<file path="src/hdl/dual_motor_pid_speed_control_assert.svh">
// assertion macros shared by the speed controller rtl
`ifndef DUAL_MOTOR_PID_SPEED_CONTROL_ASSERT_SVH
`define DUAL_MOTOR_PID_SPEED_CONTROL_ASSERT_SVH

// same-cycle implication
`define DMPSC_ASSERT_IMP(name, pre, post, msg) \
  name: assert property (@(posedge clk) disable iff (!rst_n) (pre) |-> (post)) \
    else $error(msg);

// next-cycle implication
`define DMPSC_ASSERT_NXT(name, pre, post, msg) \
  name: assert property (@(posedge clk) disable iff (!rst_n) (pre) |=> (post)) \
    else $error(msg);

`endif

</file>
<file path="src/hdl/dmpsc_pkg.sv">
// types and constants for the dual motor speed controller
package dmpsc_pkg;

  localparam int MUL_A_W   = 35;
  localparam int MUL_B_W   = 17;
  localparam int PROD_W    = 52;
  localparam int MUL_STEPS = 17;
  localparam int MUL_CNT_W = 5;
  localparam int DIV_N_W   = 34;
  localparam int DIV_D_W   = 18;
  localparam int DIV_STEPS = 34;
  localparam int DIV_CNT_W = 6;
  localparam int SUM_W     = 35;

  localparam logic [6:0]         PCT_SCALE = 7'd100;
  localparam logic signed [31:0] INT_MAX   = 32'sh7FFF_FFFF;
  localparam logic signed [31:0] INT_MIN   = 32'sh8000_0000;

  typedef enum logic [2:0] {
    REG_KFF    = 3'd0,
    REG_KP     = 3'd1,
    REG_KI     = 3'd2,
    REG_KD     = 3'd3,
    REG_PERIOD = 3'd4,
    REG_LIMIT  = 3'd5,
    REG_RADIUS = 3'd6,
    REG_TIMER  = 3'd7
  } cfg_reg_t;

  typedef struct packed {
    logic              new_command;
    logic [2:0]        speed_code;
    logic [7:0]        target_distance;
    logic signed [15:0] left_speed;
    logic signed [15:0] right_speed;
  } in_item_t;

  typedef struct packed {
    logic [15:0] left_pulse;
    logic [15:0] right_pulse;
    logic        stop_request;
  } out_item_t;

  typedef struct packed {
    logic                      go;
    logic signed [MUL_A_W-1:0] a;
    logic signed [MUL_B_W-1:0] b;
  } mul_req_t;

  typedef struct packed {
    logic                      go;
    logic signed [DIV_N_W-1:0] num;
    logic [DIV_D_W-1:0]        den;
  } div_req_t;

endpackage

</file>
<file path="src/hdl/dmpsc_mul.sv">
// bit-serial signed multiplier, one multiplier bit per cycle
module dmpsc_mul (
  input  logic                                    clk,
  input  logic                                    rst_n,
  input  dmpsc_pkg::mul_req_t                     req,
  output logic                                    done,
  output logic signed [dmpsc_pkg::PROD_W-1:0]     prod
);

  logic [dmpsc_pkg::PROD_W-2:0]    mcand_r;
  logic [dmpsc_pkg::PROD_W-2:0]    acc_r;
  logic [dmpsc_pkg::MUL_B_W-1:0]   mplier_r;
  logic                            neg_r;
  logic                            busy_r;
  logic                            done_r;
  logic [dmpsc_pkg::MUL_CNT_W-1:0] cnt_r;
  logic [dmpsc_pkg::MUL_A_W-1:0]   a_mag;
  logic [dmpsc_pkg::MUL_B_W-1:0]   b_mag;

  // operand magnitudes
  always_comb begin
    a_mag = req.a[dmpsc_pkg::MUL_A_W-1] ? (~req.a + 1'b1) : req.a;
    b_mag = req.b[dmpsc_pkg::MUL_B_W-1] ? (~req.b + 1'b1) : req.b;
  end

  // step control
  always_ff @(posedge clk) begin
    if (!rst_n) begin
      busy_r <= 1'b0;
      done_r <= 1'b0;
      cnt_r  <= '0;
    end else begin
      done_r <= 1'b0;
      if (req.go) begin
        busy_r <= 1'b1;
        cnt_r  <= dmpsc_pkg::MUL_CNT_W'(dmpsc_pkg::MUL_STEPS);
      end else if (busy_r) begin
        cnt_r <= cnt_r - 1'b1;
        if (cnt_r == dmpsc_pkg::MUL_CNT_W'(1)) begin
          busy_r <= 1'b0;
          done_r <= 1'b1;
        end
      end
    end
  end

  // shift and add
  always_ff @(posedge clk) begin
    if (req.go) begin
      mcand_r  <= (dmpsc_pkg::PROD_W-1)'(a_mag);
      mplier_r <= b_mag;
      acc_r    <= '0;
      neg_r    <= req.a[dmpsc_pkg::MUL_A_W-1] ^ req.b[dmpsc_pkg::MUL_B_W-1];
    end else if (busy_r) begin
      if (mplier_r[0]) begin
        acc_r <= acc_r + mcand_r;
      end
      mcand_r  <= mcand_r << 1;
      mplier_r <= mplier_r >> 1;
    end
  end

  assign done = done_r;
  assign prod = neg_r ? -$signed({1'b0, acc_r}) : $signed({1'b0, acc_r});

endmodule

</file>
<file path="src/hdl/dmpsc_div.sv">
// restoring divider, one quotient bit per cycle, truncates toward zero
module dmpsc_div (
  input  logic                                    clk,
  input  logic                                    rst_n,
  input  dmpsc_pkg::div_req_t                     req,
  output logic                                    done,
  output logic signed [dmpsc_pkg::DIV_N_W-1:0]    quo
);

  logic [dmpsc_pkg::DIV_N_W-1:0]   quo_r;
  logic [dmpsc_pkg::DIV_D_W-1:0]   rem_r;
  logic [dmpsc_pkg::DIV_D_W-1:0]   den_r;
  logic                            neg_r;
  logic                            busy_r;
  logic                            done_r;
  logic [dmpsc_pkg::DIV_CNT_W-1:0] cnt_r;
  logic [dmpsc_pkg::DIV_N_W-1:0]   num_mag;
  logic [dmpsc_pkg::DIV_D_W:0]     trial;
  logic [dmpsc_pkg::DIV_D_W:0]     diff;
  logic                            ge;

  // magnitude and trial subtract
  always_comb begin
    num_mag = req.num[dmpsc_pkg::DIV_N_W-1] ? (~req.num + 1'b1) : req.num;
    trial   = {rem_r, quo_r[dmpsc_pkg::DIV_N_W-1]};
    diff    = trial - {1'b0, den_r};
    ge      = (trial >= {1'b0, den_r});
  end

  // step control
  always_ff @(posedge clk) begin
    if (!rst_n) begin
      busy_r <= 1'b0;
      done_r <= 1'b0;
      cnt_r  <= '0;
    end else begin
      done_r <= 1'b0;
      if (req.go) begin
        busy_r <= 1'b1;
        cnt_r  <= dmpsc_pkg::DIV_CNT_W'(dmpsc_pkg::DIV_STEPS);
      end else if (busy_r) begin
        cnt_r <= cnt_r - 1'b1;
        if (cnt_r == dmpsc_pkg::DIV_CNT_W'(1)) begin
          busy_r <= 1'b0;
          done_r <= 1'b1;
        end
      end
    end
  end

  // remainder and quotient shift
  always_ff @(posedge clk) begin
    if (req.go) begin
      quo_r <= num_mag;
      rem_r <= '0;
      den_r <= req.den;
      neg_r <= req.num[dmpsc_pkg::DIV_N_W-1];
    end else if (busy_r) begin
      rem_r <= ge ? diff[dmpsc_pkg::DIV_D_W-1:0] : trial[dmpsc_pkg::DIV_D_W-1:0];
      quo_r <= {quo_r[dmpsc_pkg::DIV_N_W-2:0], ge};
    end
  end

  assign done = done_r;
  assign quo  = neg_r ? -$signed(quo_r) : $signed(quo_r);

endmodule

</file>
<file path="src/hdl/dual_motor_pid_speed_control.sv">
// two-motor pid speed controller with feedforward, clamp and pwm mapping
//
// Input channel in_valid/in_ready/in_data carries one control tick: two wheel
// speeds and an optional new command. Result channel out_valid/out_ready/
// out_data returns one transaction per tick: the two applied pwm compare values
// and the stop request. The user writes gains and limits through cfg_we/
// cfg_index/cfg_data only while the block is idle; it does not enforce this.
// One tick is worked through a sequencer that feeds a shared bit-serial
// multiplier (17 steps) and a shared restoring divider (34 steps): six
// products and three quotients per motor plus two products for the
// distance, one product and one quotient fewer per motor with a zero drive
// limit; ticks are handled one at a time, and in_ready returns in the
// same cycle as out_valid rises, when the result is loaded.
// The finished result sits in an output register; the next tick is taken
// while it waits, and if that tick finishes before the receiver takes the
// waiting result the sequencer holds until it does.
// Reset (rst_n low at a clock edge) restores the register defaults and clears
// the reference, integrators, previous speeds, distance and both pulses.
`include "dual_motor_pid_speed_control_assert.svh"

module dual_motor_pid_speed_control (
  input  logic                 clk,
  input  logic                 rst_n,
  input  logic                 in_valid,
  output logic                 in_ready,
  input  dmpsc_pkg::in_item_t  in_data,
  output logic                 out_valid,
  input  logic                 out_ready,
  output dmpsc_pkg::out_item_t out_data,
  input  logic                 cfg_we,
  input  logic [2:0]           cfg_index,
  input  logic [15:0]          cfg_data
);

  typedef enum logic [14:0] {
    S_IDLE  = 15'b000000000000001,
    S_ERR   = 15'b000000000000010,
    S_P     = 15'b000000000000100,
    S_EDT   = 15'b000000000001000,
    S_I     = 15'b000000000010000,
    S_D     = 15'b000000000100000,
    S_DD    = 15'b000000001000000,
    S_CLAMP = 15'b000000010000000,
    S_UM    = 15'b000000100000000,
    S_UD    = 15'b000001000000000,
    S_CM    = 15'b000010000000000,
    S_CD    = 15'b000100000000000,
    S_DM1   = 15'b001000000000000,
    S_DM2   = 15'b010000000000000,
    S_OUT   = 15'b100000000000000
  } state_t;

  state_t state_r;

  // configuration registers
  logic signed [15:0] kff_r, kp_r, ki_r, kd_r;
  logic [9:0]         period_r;
  logic [15:0]        limit_r, radius_r, timer_r;

  // controller state
  logic [1:0]         ref_code_r, last_code_r;
  logic signed [31:0] integ_r [2];
  logic signed [15:0] prev_r [2];
  logic [15:0]        travelled_r;
  logic [7:0]         goal_r;
  logic               track_r;
  logic [15:0]        pulse_r [2];

  // per-tick working registers
  dmpsc_pkg::in_item_t            in_r;
  logic                           m_r;
  logic signed [16:0]             err_r;
  logic signed [dmpsc_pkg::SUM_W-1:0] sum_r;
  logic                           stop_r;
  dmpsc_pkg::out_item_t           out_r;
  logic                           out_valid_r;

  // shared arithmetic units
  dmpsc_pkg::mul_req_t            mul_req_r;
  dmpsc_pkg::div_req_t            div_req_r;
  logic                           mul_done, div_done;
  logic signed [dmpsc_pkg::PROD_W-1:0]  mul_prod;
  logic signed [dmpsc_pkg::DIV_N_W-1:0] div_quo;

  dmpsc_mul u_mul (
    .clk  (clk),
    .rst_n(rst_n),
    .req  (mul_req_r),
    .done (mul_done),
    .prod (mul_prod)
  );

  dmpsc_div u_div (
    .clk  (clk),
    .rst_n(rst_n),
    .req  (div_req_r),
    .done (div_done),
    .quo  (div_quo)
  );

  // combinational helpers
  logic [9:0]                          dt;
  logic signed [15:0]                  spd;
  logic signed [16:0]                  err_nxt;
  logic signed [17:0]                  ff;
  logic signed [33:0]                  acc_nxt;
  logic signed [dmpsc_pkg::PROD_W-1:0] prod_sh8;
  logic signed [31:0]                  isat;
  logic signed [16:0]                  diff;
  logic [15:0]                         u_nxt;
  logic [16:0]                         timer_p1;
  logic [15:0]                         cmp;
  logic signed [dmpsc_pkg::PROD_W-1:0] prod_sh24;
  logic [15:0]                         inc;
  logic [16:0]                         trav_sum;
  logic [15:0]                         trav_nxt;
  logic                                code_ok;

  always_comb begin
    dt       = (period_r == '0) ? 10'd1 : period_r;
    spd      = m_r ? in_r.right_speed : in_r.left_speed;
    err_nxt  = $signed({7'b0, ref_code_r, 8'b0}) - 17'(spd);
    ff       = (ref_code_r[1] ? (18'(kff_r) <<< 1) : 18'sd0)
             + (ref_code_r[0] ? 18'(kff_r) : 18'sd0);
    acc_nxt  = 34'(integ_r[m_r]) + 34'(mul_prod);
    prod_sh8 = mul_prod >>> 8;
    // integrator saturates at 32 bits
    if (prod_sh8 > dmpsc_pkg::PROD_W'(dmpsc_pkg::INT_MAX)) begin
      isat = dmpsc_pkg::INT_MAX;
    end else if (prod_sh8 < dmpsc_pkg::PROD_W'(dmpsc_pkg::INT_MIN)) begin
      isat = dmpsc_pkg::INT_MIN;
    end else begin
      isat = prod_sh8[31:0];
    end
    diff = 17'(spd) - 17'(prev_r[m_r]);
    // drive clamp to zero and the limit
    if (sum_r < 0) begin
      u_nxt = 16'd0;
    end else if (sum_r > $signed({19'b0, limit_r})) begin
      u_nxt = limit_r;
    end else begin
      u_nxt = sum_r[15:0];
    end
    timer_p1 = {1'b0, timer_r} + 17'd1;
    cmp      = div_quo[15:0] - 16'd1;
    // distance increment, reverse motion adds nothing
    prod_sh24 = mul_prod >>> 24;
    if (mul_prod < 0) begin
      inc = 16'd0;
    end else if (|prod_sh24[dmpsc_pkg::PROD_W-1:16]) begin
      inc = 16'hFFFF;
    end else begin
      inc = prod_sh24[15:0];
    end
    trav_sum = {1'b0, travelled_r} + {1'b0, inc};
    trav_nxt = trav_sum[16] ? 16'hFFFF : trav_sum[15:0];
    code_ok  = !in_data.speed_code[2] && (in_data.speed_code[1:0] != 2'd0);
  end

  // configuration writes
  always_ff @(posedge clk) begin
    if (!rst_n) begin
      kff_r    <= 16'sd256;
      kp_r     <= 16'sd0;
      ki_r     <= 16'sd0;
      kd_r     <= 16'sd0;
      period_r <= 10'd50;
      limit_r  <= 16'd3072;
      radius_r <= 16'd2163;
      timer_r  <= 16'd15999;
    end else if (cfg_we) begin
      unique case (dmpsc_pkg::cfg_reg_t'(cfg_index))
        dmpsc_pkg::REG_KFF:    kff_r    <= $signed(cfg_data);
        dmpsc_pkg::REG_KP:     kp_r     <= $signed(cfg_data);
        dmpsc_pkg::REG_KI:     ki_r     <= $signed(cfg_data);
        dmpsc_pkg::REG_KD:     kd_r     <= $signed(cfg_data);
        dmpsc_pkg::REG_PERIOD: period_r <= cfg_data[9:0];
        dmpsc_pkg::REG_LIMIT:  limit_r  <= cfg_data;
        dmpsc_pkg::REG_RADIUS: radius_r <= cfg_data;
        dmpsc_pkg::REG_TIMER:  timer_r  <= cfg_data;
        default: ;
      endcase
    end
  end

  // tick sequencer
  always_ff @(posedge clk) begin
    if (!rst_n) begin
      state_r      <= S_IDLE;
      ref_code_r   <= 2'd0;
      last_code_r  <= 2'd0;
      integ_r[0]   <= '0;
      integ_r[1]   <= '0;
      prev_r[0]    <= '0;
      prev_r[1]    <= '0;
      travelled_r  <= '0;
      goal_r       <= '0;
      track_r      <= 1'b0;
      pulse_r[0]   <= '0;
      pulse_r[1]   <= '0;
      out_valid_r  <= 1'b0;
      mul_req_r.go <= 1'b0;
      div_req_r.go <= 1'b0;
      m_r          <= 1'b0;
    end else begin
      mul_req_r.go <= 1'b0;
      div_req_r.go <= 1'b0;
      if (out_valid_r && out_ready) begin
        out_valid_r <= 1'b0;
      end
      unique case (state_r)
        S_IDLE: begin
          if (in_valid) begin
            in_r <= in_data;
            m_r  <= 1'b0;
            if (in_data.new_command) begin
              goal_r      <= in_data.target_distance;
              track_r     <= (in_data.target_distance != 8'd0);
              travelled_r <= '0;
              integ_r[0]  <= '0;
              integ_r[1]  <= '0;
              prev_r[0]   <= '0;
              prev_r[1]   <= '0;
              if (code_ok) begin
                ref_code_r  <= in_data.speed_code[1:0];
                last_code_r <= in_data.speed_code[1:0];
              end else begin
                ref_code_r  <= last_code_r;
              end
            end
            state_r <= S_ERR;
          end
        end
        S_ERR: begin
          err_r       <= err_nxt;
          sum_r       <= dmpsc_pkg::SUM_W'(ff);
          mul_req_r   <= '{go: 1'b1, a: dmpsc_pkg::MUL_A_W'(err_nxt), b: 17'(kp_r)};
          state_r     <= S_P;
        end
        S_P: begin
          if (mul_done) begin
            sum_r     <= sum_r + dmpsc_pkg::SUM_W'(prod_sh8);
            mul_req_r <= '{go: 1'b1, a: dmpsc_pkg::MUL_A_W'(err_r),
                           b: $signed({7'b0, dt})};
            state_r   <= S_EDT;
          end
        end
        S_EDT: begin
          if (mul_done) begin
            mul_req_r <= '{go: 1'b1, a: dmpsc_pkg::MUL_A_W'(acc_nxt), b: 17'(ki_r)};
            state_r   <= S_I;
          end
        end
        S_I: begin
          if (mul_done) begin
            integ_r[m_r] <= isat;
            sum_r        <= sum_r + dmpsc_pkg::SUM_W'(isat);
            prev_r[m_r]  <= spd;
            mul_req_r    <= '{go: 1'b1, a: dmpsc_pkg::MUL_A_W'(diff), b: 17'(kd_r)};
            state_r      <= S_D;
          end
        end
        S_D: begin
          if (mul_done) begin
            div_req_r <= '{go: 1'b1, num: dmpsc_pkg::DIV_N_W'(mul_prod),
                           den: {dt, 8'b0}};
            state_r   <= S_DD;
          end
        end
        S_DD: begin
          if (div_done) begin
            sum_r   <= sum_r - dmpsc_pkg::SUM_W'(div_quo);
            state_r <= S_CLAMP;
          end
        end
        S_CLAMP: begin
          // zero limit gives zero duty
          if (limit_r == '0) begin
            mul_req_r <= '{go: 1'b1, a: $signed({18'b0, timer_p1}), b: 17'sd0};
            state_r   <= S_CM;
          end else begin
            mul_req_r <= '{go: 1'b1, a: $signed({19'b0, u_nxt}),
                           b: $signed({10'b0, dmpsc_pkg::PCT_SCALE})};
            state_r   <= S_UM;
          end
        end
        S_UM: begin
          if (mul_done) begin
            div_req_r <= '{go: 1'b1, num: dmpsc_pkg::DIV_N_W'(mul_prod),
                           den: {2'b0, limit_r}};
            state_r   <= S_UD;
          end
        end
        S_UD: begin
          if (div_done) begin
            mul_req_r <= '{go: 1'b1, a: $signed({18'b0, timer_p1}),
                           b: $signed({10'b0, div_quo[6:0]})};
            state_r   <= S_CM;
          end
        end
        S_CM: begin
          if (mul_done) begin
            div_req_r <= '{go: 1'b1, num: dmpsc_pkg::DIV_N_W'(mul_prod),
                           den: {11'b0, dmpsc_pkg::PCT_SCALE}};
            state_r   <= S_CD;
          end
        end
        S_CD: begin
          if (div_done) begin
            // out-of-range compare keeps the old pulse
            if (cmp <= timer_r) begin
              pulse_r[m_r] <= cmp;
            end
            if (!m_r) begin
              m_r     <= 1'b1;
              state_r <= S_ERR;
            end else if (track_r) begin
              mul_req_r <= '{go: 1'b1, a: dmpsc_pkg::MUL_A_W'(in_r.left_speed),
                             b: $signed({1'b0, radius_r})};
              state_r   <= S_DM1;
            end else begin
              stop_r  <= 1'b0;
              state_r <= S_OUT;
            end
          end
        end
        S_DM1: begin
          if (mul_done) begin
            mul_req_r <= '{go: 1'b1, a: dmpsc_pkg::MUL_A_W'(mul_prod),
                           b: $signed({7'b0, dt})};
            state_r   <= S_DM2;
          end
        end
        S_DM2: begin
          if (mul_done) begin
            travelled_r <= trav_nxt;
            stop_r      <= (trav_nxt >= {8'b0, goal_r});
            state_r     <= S_OUT;
          end
        end
        S_OUT: begin
          if (!out_valid_r || out_ready) begin
            out_r       <= '{left_pulse: pulse_r[0], right_pulse: pulse_r[1],
                             stop_request: stop_r};
            out_valid_r <= 1'b1;
            state_r     <= S_IDLE;
          end
        end
        default: state_r <= S_IDLE;
      endcase
    end
  end

  assign in_ready  = (state_r == S_IDLE);
  assign out_valid = out_valid_r;
  assign out_data  = out_r;

  // checks
  `DMPSC_ASSERT_IMP(a_one_launch, mul_req_r.go, !div_req_r.go, "multiplier and divider launched together")
  `DMPSC_ASSERT_NXT(a_accept_starts, in_valid && in_ready, state_r == S_ERR, "accepted tick did not start")
  `DMPSC_ASSERT_IMP(a_idle_quiet, state_r == S_IDLE, !mul_done && !div_done, "unit finished while idle")
  `DMPSC_ASSERT_NXT(a_result_loaded, (state_r == S_OUT) && (!out_valid_r || out_ready), out_valid_r && (state_r == S_IDLE), "result not loaded")

endmodule

</file>
<file path="config.mk">
export PLATFORM = sky130hd
export DESIGN_NAME = dual_motor_pid_speed_control
export DESIGN_NICKNAME = d
export VERILOG_FILES = /design/src/hdl/dmpsc_pkg.sv /design/src/hdl/dmpsc_mul.sv /design/src/hdl/dmpsc_div.sv /design/src/hdl/dual_motor_pid_speed_control.sv
export VERILOG_INCLUDE_DIRS = /design/src /design/src/hdl
export SDC_FILE = /design/constraint.sdc
export NUM_CORES = 2
export LEC_CHECK = 0
export BUFFER_PORTS_ARGS = -buffer_cell sky130_fd_sc_hd__buf_2
export CAP_MARGIN = 15
export CORE_MARGIN = 5
export CORE_UTILIZATION = 50
export CTS_CLUSTER_DIAMETER = 80
export CTS_CLUSTER_SIZE = 8
export DETAILED_ROUTE_END_ITERATION = 16
export PLACE_DENSITY = 0.7
export SLEW_MARGIN = 0
export SYNTH_ARGS = -nofsm -noshare
export SYNTH_HDL_FRONTEND = slang
export SYNTH_SLANG_ARGS = --single-unit
</file>
<file path="constraint.sdc">
create_clock -name clk -period 13.6 [get_ports clk]
set_input_delay 2.72 -clock clk [delete_from_list [all_inputs] [get_ports clk]]
set_output_delay 2.72 -clock clk [all_outputs]
set_load 0.05 [all_outputs]
</file>
==> flow_summary.toml <==
[outcome]
outcome = "finished, final reports clean"

[routing]
drt_iter0_markers = 3998
viasPerCell = 6.13
wl_met3_um = 11400
wl_per_cell_um = 22.1
drtPass1Iterations = 7
drt_wl_total_um = 137000
num_vias = 38100
top_layer = "met4"
drc_errors = 0
ant_nets = 0
wl_met2_um = 61600
drt-met1-wl_um = 57600

[grt]
antenna_found_initial = 0
grt_util_all_layers_pct = 28.0
grt_pass1_wl_um = 209000
grt-ovfl-total = 0
grt_max_degree = 104
grt_pass1_vias = 35900

[floorplanning]
die_x_um = 309
die_area_um2 = 95400
start_util_pct = 50.4
row_count = 109
die_y_um = 309
core_um2 = 88500
ios = 103

[min_path]
hold_start = "div_req_r[8]"
min_path_type = "register to register"

[synth]
yosysWarnings = 0
synth_edf_count = 456
syn-num-nets = 5256
synthFlopType = "edfxtp_1"
yosysUniqueCellTypes = 88
async_flop_share_pct = 0
ys_seq_area_share_pct = 42.7
synth.avg_cell_area_um2 = 9.03
synth_area_um2 = 44600
ys_ff_latch = 725
syn_inst = 4942

[timing]
slew_viol_final = 0
max_freq_mhz = 115
grt_setup_unrepaired = "no"
hold_violations = 0
finalSetupViolations = 0
final.setup_skew_ps = 54.1
period_needed_ps = 8670
relSlewSlack_pct = 19.1
totalNegativeSetupSlack_ps = 0
period_share_pct = 63.7
tightestPinTransition_ps = 1210
hold_slack_ps = 404

[finish]
mostFrequentLayoutCells = "595 x nand2_1, 498 x a21oi_1, 486 x nor2_1"
final_cell_count_no_fill = 6219
register_area_um2 = 19100
drive_above_1_share_pct = 7.82
multi_input_area_um2 = 23900
finalCoreUtilization_pct = 55.7
area_growth_pct = 10.4
layout_commonest_cell = "nand2_1"
num-nets-final = 5290
fill_cells = 7895

[pwr]
fin_total_pwr_w = 0.00891
leakage_nw = 19.1
ir_worst_vdd_uv = 132
power_density_nw_per_um2 = 181

[clock_network]
numCtsBuffers = 101
post_cts_buffers = 0
cts_root_buf = "clkbuf_16"
clkLatencyLatePin_ps = 700
h-tree-depth = 3
clk_path_buf_depth = 3
ctsResizeCount = 0
cts_hold_buffers = 0
cts_tree = "built"
cts.reportedPaths.clkPinSlew_ps = 50
clock-sinks = 725

[placed_design]
place.gp.congestion = 0.987
port_buffers = 102
dp_cells = 6036
dp_hpwl_um = 99500

[flow_run]
cap_violations = 0

[setup_path]
path_max_fanout = 15
crit_path_end_kind = "register"
crit_arrival_ps = 9050
worstPathRequired_ps = 13990
start_kind = "register"
startpoint = "u_mul.acc_r[12]"
crit_path_frequent_cell = "a21oi_1"
critPathKind = "register to register"
slowest_stage = "or3_1"
cpPeakStageDelay_ps = 700
rr_startpoint = "u_mul.acc_r[12]"
registers in the layout, indices dropped and copies added (netlist names), 17 cells and up, named ones only:
name / cells
integ_r: 64
div_req_r: 53
mul_req_r: 53
u_mul.acc_r: 51
u_mul.mcand_r: 51
sum_r: 35
u_div.quo_r: 34
out_data: 33
in_r: 32
prev_r: 32
pulse_r: 32
u_div.den_r: 18
u_div.rem_r: 18
err_r: 17
u_mul.mplier_r: 17
area by class of cell:
type / count / share of cell area, %
clock buffer: 172 / 5.71
multi-input combinational: 3761 / 48.5
clock inverter: 8 / 0.287
inverter: 208 / 1.59
timing repair buffer: 179 / 2.21
sequential: 725 / 38.7
antenna: 1 / 0.00508
tap: 1165 / 2.96
cell usage after synthesis (all sizes together) (13+ instances only):
| cell | number | area share (%) |
|---|---|---|
| and2 | 43 | 0.60 |
| nor2 | 491 | 4.1 |
| mux2 | 33 | 0.83 |
| or2 | 24 | 0.34 |
| o41ai | 22 | 0.43 |
| or4 | 30 | 0.50 |
| o21a | 29 | 0.49 |
| or3 | 64 | 0.91 |
| nand3 | 107 | 1.2 |
| a222oi | 26 | 0.58 |
| o2111ai | 14 | 0.27 |
| o221ai | 19 | 0.37 |
| o22ai | 25 | 0.35 |
| inv | 206 | 1.7 |
| o31ai | 57 | 0.96 |
| a221oi | 14 | 0.27 |
| nor2b | 41 | 0.57 |
| o21ai | 229 | 2.6 |
| nand3b | 17 | 0.29 |
| a21o | 92 | 1.5 |
| a31oi | 28 | 0.39 |
| nand2 | 596 | 5.0 |
| buf | 32 | 0.33 |
| o211ai | 33 | 0.56 |
| nor3b | 16 | 0.27 |
| xnor2 | 179 | 3.5 |
| edfxtp | 456 | 31 |
| a211oi | 39 | 0.66 |
| a21oi | 499 | 5.6 |
| dfxtp | 269 | 12 |
| a22oi | 13 | 0.22 |
| nor3 | 94 | 1.1 |
| nand4 | 40 | 0.56 |
| o21bai | 19 | 0.32 |
| mux2i | 78 | 1.7 |
| xor2 | 200 | 3.9 |
| and3 | 38 | 0.53 |
| ha | 239 | 6.7 |
| nand2b | 69 | 0.97 |
| clkbuf | 216 | 1.8 |
| nor4 | 54 | 0.91 |
per-stage QoR:
step / instance area [µm²] / setup WS (ps)
floorplan: 44600 / 4800
global placement: 46300 / 5240
detailed placement: 46300 / 5200
CTS: 49300 / 5100
global route: 49300 / 4170
finish: 49300 / 4930
critical path, delay by kind of cell, from the launching register on:
family          cells  cell delay, ps
xor+xnor            1             220
fa+ha+maj           3             710
buf+inv             3             430
simple gates       11            3770
compound gates     15            2790
flops               1             420
kinds of logic after synthesis:
group,count (synthesis),share of synthesized area [%]
muxes,111,2.58
adders and majority gates,246,7.01
AOI/OAI and AO/OA,1260,17.6
buffers and inverters,456,3.92
xor gates and xnor gates,379,7.44
DFF,725,42.7
and+or+nand+nor,1765,18.7
report_power, final:
group | switching [W] | internal, W
Clock | 0.000990 | 0.00140
Sequential | 0.000203 | 0.00254
Combinational | 0.00240 | 0.00138
Total | 0.00359 | 0.00532
path summary, 6_finish.rpt:
kind	depth (start not counted)	end	slack (ps)
min	0	u_div.den_r[8]	400
max	33	stop_r	4930
max reg2reg	33	stop_r	4930
min reg2reg	0	u_div.den_r[8]	400
per-layer routing:
metal | track usage (%) | vias to the layer above
met5 | 0 | -
met2 | 44.1 | 1621
met4 | 12.5 | 0
met3 | 5.11 | 308
met1 | 37.9 | 18200
li1 | - | 18000
Note: power is estimated with default switching activity, not from simulation.
